===== src/hdl/lmcb_pkg.sv =====
// Shared types and codes for the lazy max counter bank.
package lmcb_pkg;

    // Item action codes
    localparam logic [1:0] ACT_INC   = 2'd0;
    localparam logic [1:0] ACT_RAISE = 2'd1;
    localparam logic [1:0] ACT_READ  = 2'd2;

    // Width and reset value of the counters-in-use register
    localparam int          NUM_W     = 11;
    localparam logic [10:0] NUM_RESET = 11'd1024;

    // Controller to datapath commands
    typedef struct packed {
        logic clear_en;   // write zero at the clear pointer and advance it
        logic accept;     // latch item, launch memory read
        logic finish;     // update state, write back, load result
    } t_dp_cmd;

    // Datapath to controller status
    typedef struct packed {
        logic clear_last; // clear pointer is at the last entry
    } t_dp_stat;

endpackage


===== src/hdl/lmcb_ctrl.sv =====
// Controller: clear pass after reset, item sequencing, result valid.
module lmcb_ctrl
    import lmcb_pkg::*;
(
    input  logic     i_clk,
    input  logic     i_rst_n,
    input  logic     i_in_valid,
    output logic     o_in_stall,
    output logic     o_out_valid,
    input  logic     i_out_stall,
    output t_dp_cmd  o_cmd,
    input  t_dp_stat i_stat
);

    typedef enum logic [1:0] {
        ST_CLEAR,
        ST_IDLE,
        ST_EXEC
    } t_state;

    t_state r_state;
    logic   r_out_valid;
    logic   out_free;

    // Result register can take a new item this cycle
    assign out_free = !r_out_valid || !i_out_stall;

    assign o_in_stall     = (r_state != ST_IDLE);
    assign o_cmd.clear_en = (r_state == ST_CLEAR);
    assign o_cmd.accept   = (r_state == ST_IDLE) && i_in_valid;
    assign o_cmd.finish   = (r_state == ST_EXEC) && out_free;
    assign o_out_valid    = r_out_valid;

    // State and result valid
    always_ff @(posedge i_clk) begin
        if (!i_rst_n) begin
            r_state     <= ST_CLEAR;
            r_out_valid <= 1'b0;
        end else begin
            case (r_state)
                ST_CLEAR: begin
                    if (i_stat.clear_last) begin
                        r_state <= ST_IDLE;
                    end
                end
                ST_IDLE: begin
                    if (i_in_valid) begin
                        r_state <= ST_EXEC;
                    end
                end
                ST_EXEC: begin
                    if (out_free) begin
                        r_state <= ST_IDLE;
                    end
                end
                default: begin
                    r_state <= ST_IDLE;
                end
            endcase
            if (o_cmd.finish) begin
                r_out_valid <= 1'b1;
            end else if (!i_out_stall) begin
                r_out_valid <= 1'b0;
            end
        end
    end

endmodule


===== config.mk =====
export PLATFORM = sky130hd
export DESIGN_NAME = lmcb_ctrl
export DESIGN_NICKNAME = d
export VERILOG_FILES = /design/src/hdl/lmcb_pkg.sv /design/src/hdl/lmcb_ctrl.sv
export SDC_FILE = /design/constraint.sdc
export NUM_CORES = 1
export LEC_CHECK = 0
export ABC_AREA = 1
export ABC_CLOCK_PERIOD_IN_PS = 900
export BUFFER_PORTS_ARGS = -buffer_cell sky130_fd_sc_hd__buf_4
export CORE_AREA = 2 2 39 41
export CTS_BUF_LIST = sky130_fd_sc_hd__clkbuf_8
export DETAILED_ROUTE_END_ITERATION = 8
export DIE_AREA = 0 0 41 43
export PLACE_DENSITY = 0.41
export SETUP_SLACK_MARGIN = 0.4
export SYNTH_ARGS = -nofsm -noshare
export SYNTH_HDL_FRONTEND = slang
export SYNTH_SLANG_ARGS = --single-unit

===== constraint.sdc =====
create_clock -name i_clk -period 0.9 [get_ports i_clk]
set_input_delay 0.135 -clock i_clk [delete_from_list [all_inputs] [get_ports i_clk]]
set_output_delay 0.135 -clock i_clk [all_outputs]
set_load 0.02 [all_outputs]

==> flow_summary.toml <==
[status]
status = "complete, but fails checks"
violations = "setup timing"

[drt]
routed_wl_um = 379
drtIter0Drc = 0
vias_per_cell = 3.39
drc = 0
ant_nets = 0
drtPass1Iterations = 1
avgRoutedWirePerCell_um = 7.02
vias = 183

[synth]
synth_area_um2 = 138
synth_top_cell_by_area = "dfxtp_1"
yosys_warnings = 0
avgSynthCellArea_um2 = 6.26
synth_ff_type = "dfxtp_1"
synth.top_cell.area_share_pct = 43.6
synth_nets = 27
yosysUniqueCellTypes = 7
synth_area_leaders = "dfxtp_1 44%, inv_1 16%, nand2_1 16%"
synth_seq_cells = 3
synthCells = 22
synth_common_cells = "6 x inv_1, 6 x nand2_1, 3 x dfxtp_1, 3 x nor2_1, 2 x a21oi_1"
synth-async-reset-ratio_pct = 0
synth_edf_count = 0
synth.yosys.seq_area_share_pct = 43.6

[floorplan]
die_area_um2 = 1760
fp.dieH_um = 43
rows = 14
core_area_um2 = 1380
die_x_um = 41
top_level_ports = 10
initial_utilization_pct = 9.95

[final_layout]
nFillCells = 164
final_nets = 44
antenna_cells = 0
instances_no_fill = 54
drive_gt1_share_pct = 78.9
area_delta_synth_final_pct = 163
postLayoutCellArea_um2 = 362

[timing]
timing.final.crit_share_pct = 117
relSlewSlack_pct = 93.5
worst_slack_ns = -0.155
clock_skew_ns = 0.00307
max_freq_mhz = 948
hold_viol_final = 0
grt_setup_unrepaired = "true"
slew_violations = 0
tightest_slew_ns = 0.0978
worst_hold_slack_ns = 0.151
tns_ns = -0.441
min_period_ns = 1.05
finalSetupViolCount = 4

[clock_network]
htreeDepth = 1
clk_pin_slew_ns = 0.03
insertion_delay_ns = 0.21
clockBufferDepth = 2
cts_hold_buf = 0
cts_tree = "yes"
cts_root_buffer = "clkbuf_8"
numCtsBuffers = 3
cts.sinks = 3

[global_route]
grt_use_total_pct = 7.11
grt_pass1_wl_um = 752
grt_max_degree = 5
first_global_vias = 215
overflow = 0
antenna_found_initial = 0

[placement]
dp.cells = 48
postPlaceCellArea_um2 = 259
hpwlAfterDp_um = 288
io_buffers = 9
gp_congestion = 0.600

[critical_path]
crit_required_ns = 0.76
reg2regPathDepth = 4
end_kind = "output port"
cp.arrival_ns = 0.92
start_kind = "flop"
crit_fanout = 4
path_class = "reg2out"

[pwr]
leakage_nw = 0.179
ir_worst_vdd_mv = 0.525
power_mw = 0.641
p_per_area_nw_per_um2 = 1770

[worst_hold_path]
min_path_type = "in2reg"
holdPathStages = 3

[job]
drv_cap = 0
[routing by layer]
layer  vias up  part of all wire, %  GRT usage [%]
li1         95                    -              -
met5         -                    0              0
met4         0                  2.6           10.0
met1        81                   35           6.71
met2         5                   54           9.06
met3         2                  7.9           3.14
[worst max-delay path: stages (launching register included)]
cell and delay (ns):
dfxtp_4 0.36, nor2_4 0.11, inv_2 0.05, nor2_4 0.07
buf_6 0.11
[cell usage in the layout, fill, tap and decap left out]
cell / n
a21oi_2: 2
nor2_4: 3
inv_2: 4
buf_4: 6
nor2_1: 1
inv_1: 3
buf_6: 6
nand2_1: 4
nand3_2: 1
dfxtp_2: 1
nand2_2: 2
clkbuf_8: 3
dfxtp_4: 2
[kinds of logic (layout without fill, tap and decap cells)]
family | count (synthesis) | in the layout | synth area share [%]
compound gates | 2 | 2 | 7.27
buf+inv | 6 | 22 | 16.4
flops | 3 | 3 | 43.6
simple gates | 11 | 11 | 32.7
[registers in the layout, indices dropped and copies added (netlist names)]
signal / cells
r_state: 2
o_out_valid: 1
[where the power goes]
| part | total [mW] | internal, mW | switching (mW) |
|---|---|---|---|
| Sequential | 0.150 | 0.140 | 0.0105 |
| Clock | 0.377 | 0.290 | 0.0868 |
| Combinational | 0.114 | 0.0610 | 0.0530 |
[worst paths after layout]
path | start | endpoint | slack, ns
setup reg to reg | r_state[0]$_SDFFE_PN0P_ | o_out_valid$_SDFFE_PN0P_ | 0.07
hold / removal | i_rst_n | r_state[0]$_SDFFE_PN0P_ | 0.15
setup / recovery | r_state[0]$_SDFFE_PN0P_ | o_cmd[0] | -0.15
hold reg to reg | o_out_valid$_SDFFE_PN0P_ | o_out_valid$_SDFFE_PN0P_ | 0.50
[cell type report]
class                           count  area [um^2]  area share (%)
Clock inverter                      1         3.75            1.04
Clock buffer                        3         41.3            11.4
Inverter                            6         22.5            6.23
Tap cell                           16         20.0            5.54
Timing Repair Buffer               12          113            31.1
Multi-Input combinational cell     13         92.6            25.6
Sequential cell                     3         68.8            19.0
[per-stage QoR]
step | setup WS, ns | util (%)
after floorplan | 0.0969 | -
after global placement | 0.0130 | 18.7
after detailed placement | 0.0242 | 18.7
after CTS | -0.169 | 26.1
after global routing | -0.196 | 26.1
final | -0.155 | 26.1
[what timing repair did]
action                     CTS  global route
buffers inserted             2             0
hold endpoints to repair     0             0
resized for setup           11             0
pin swaps                    3             1
setup endpoints to repair    8             8
cloned                       0             0
Note: power is estimated with default switching activity, not from simulation.
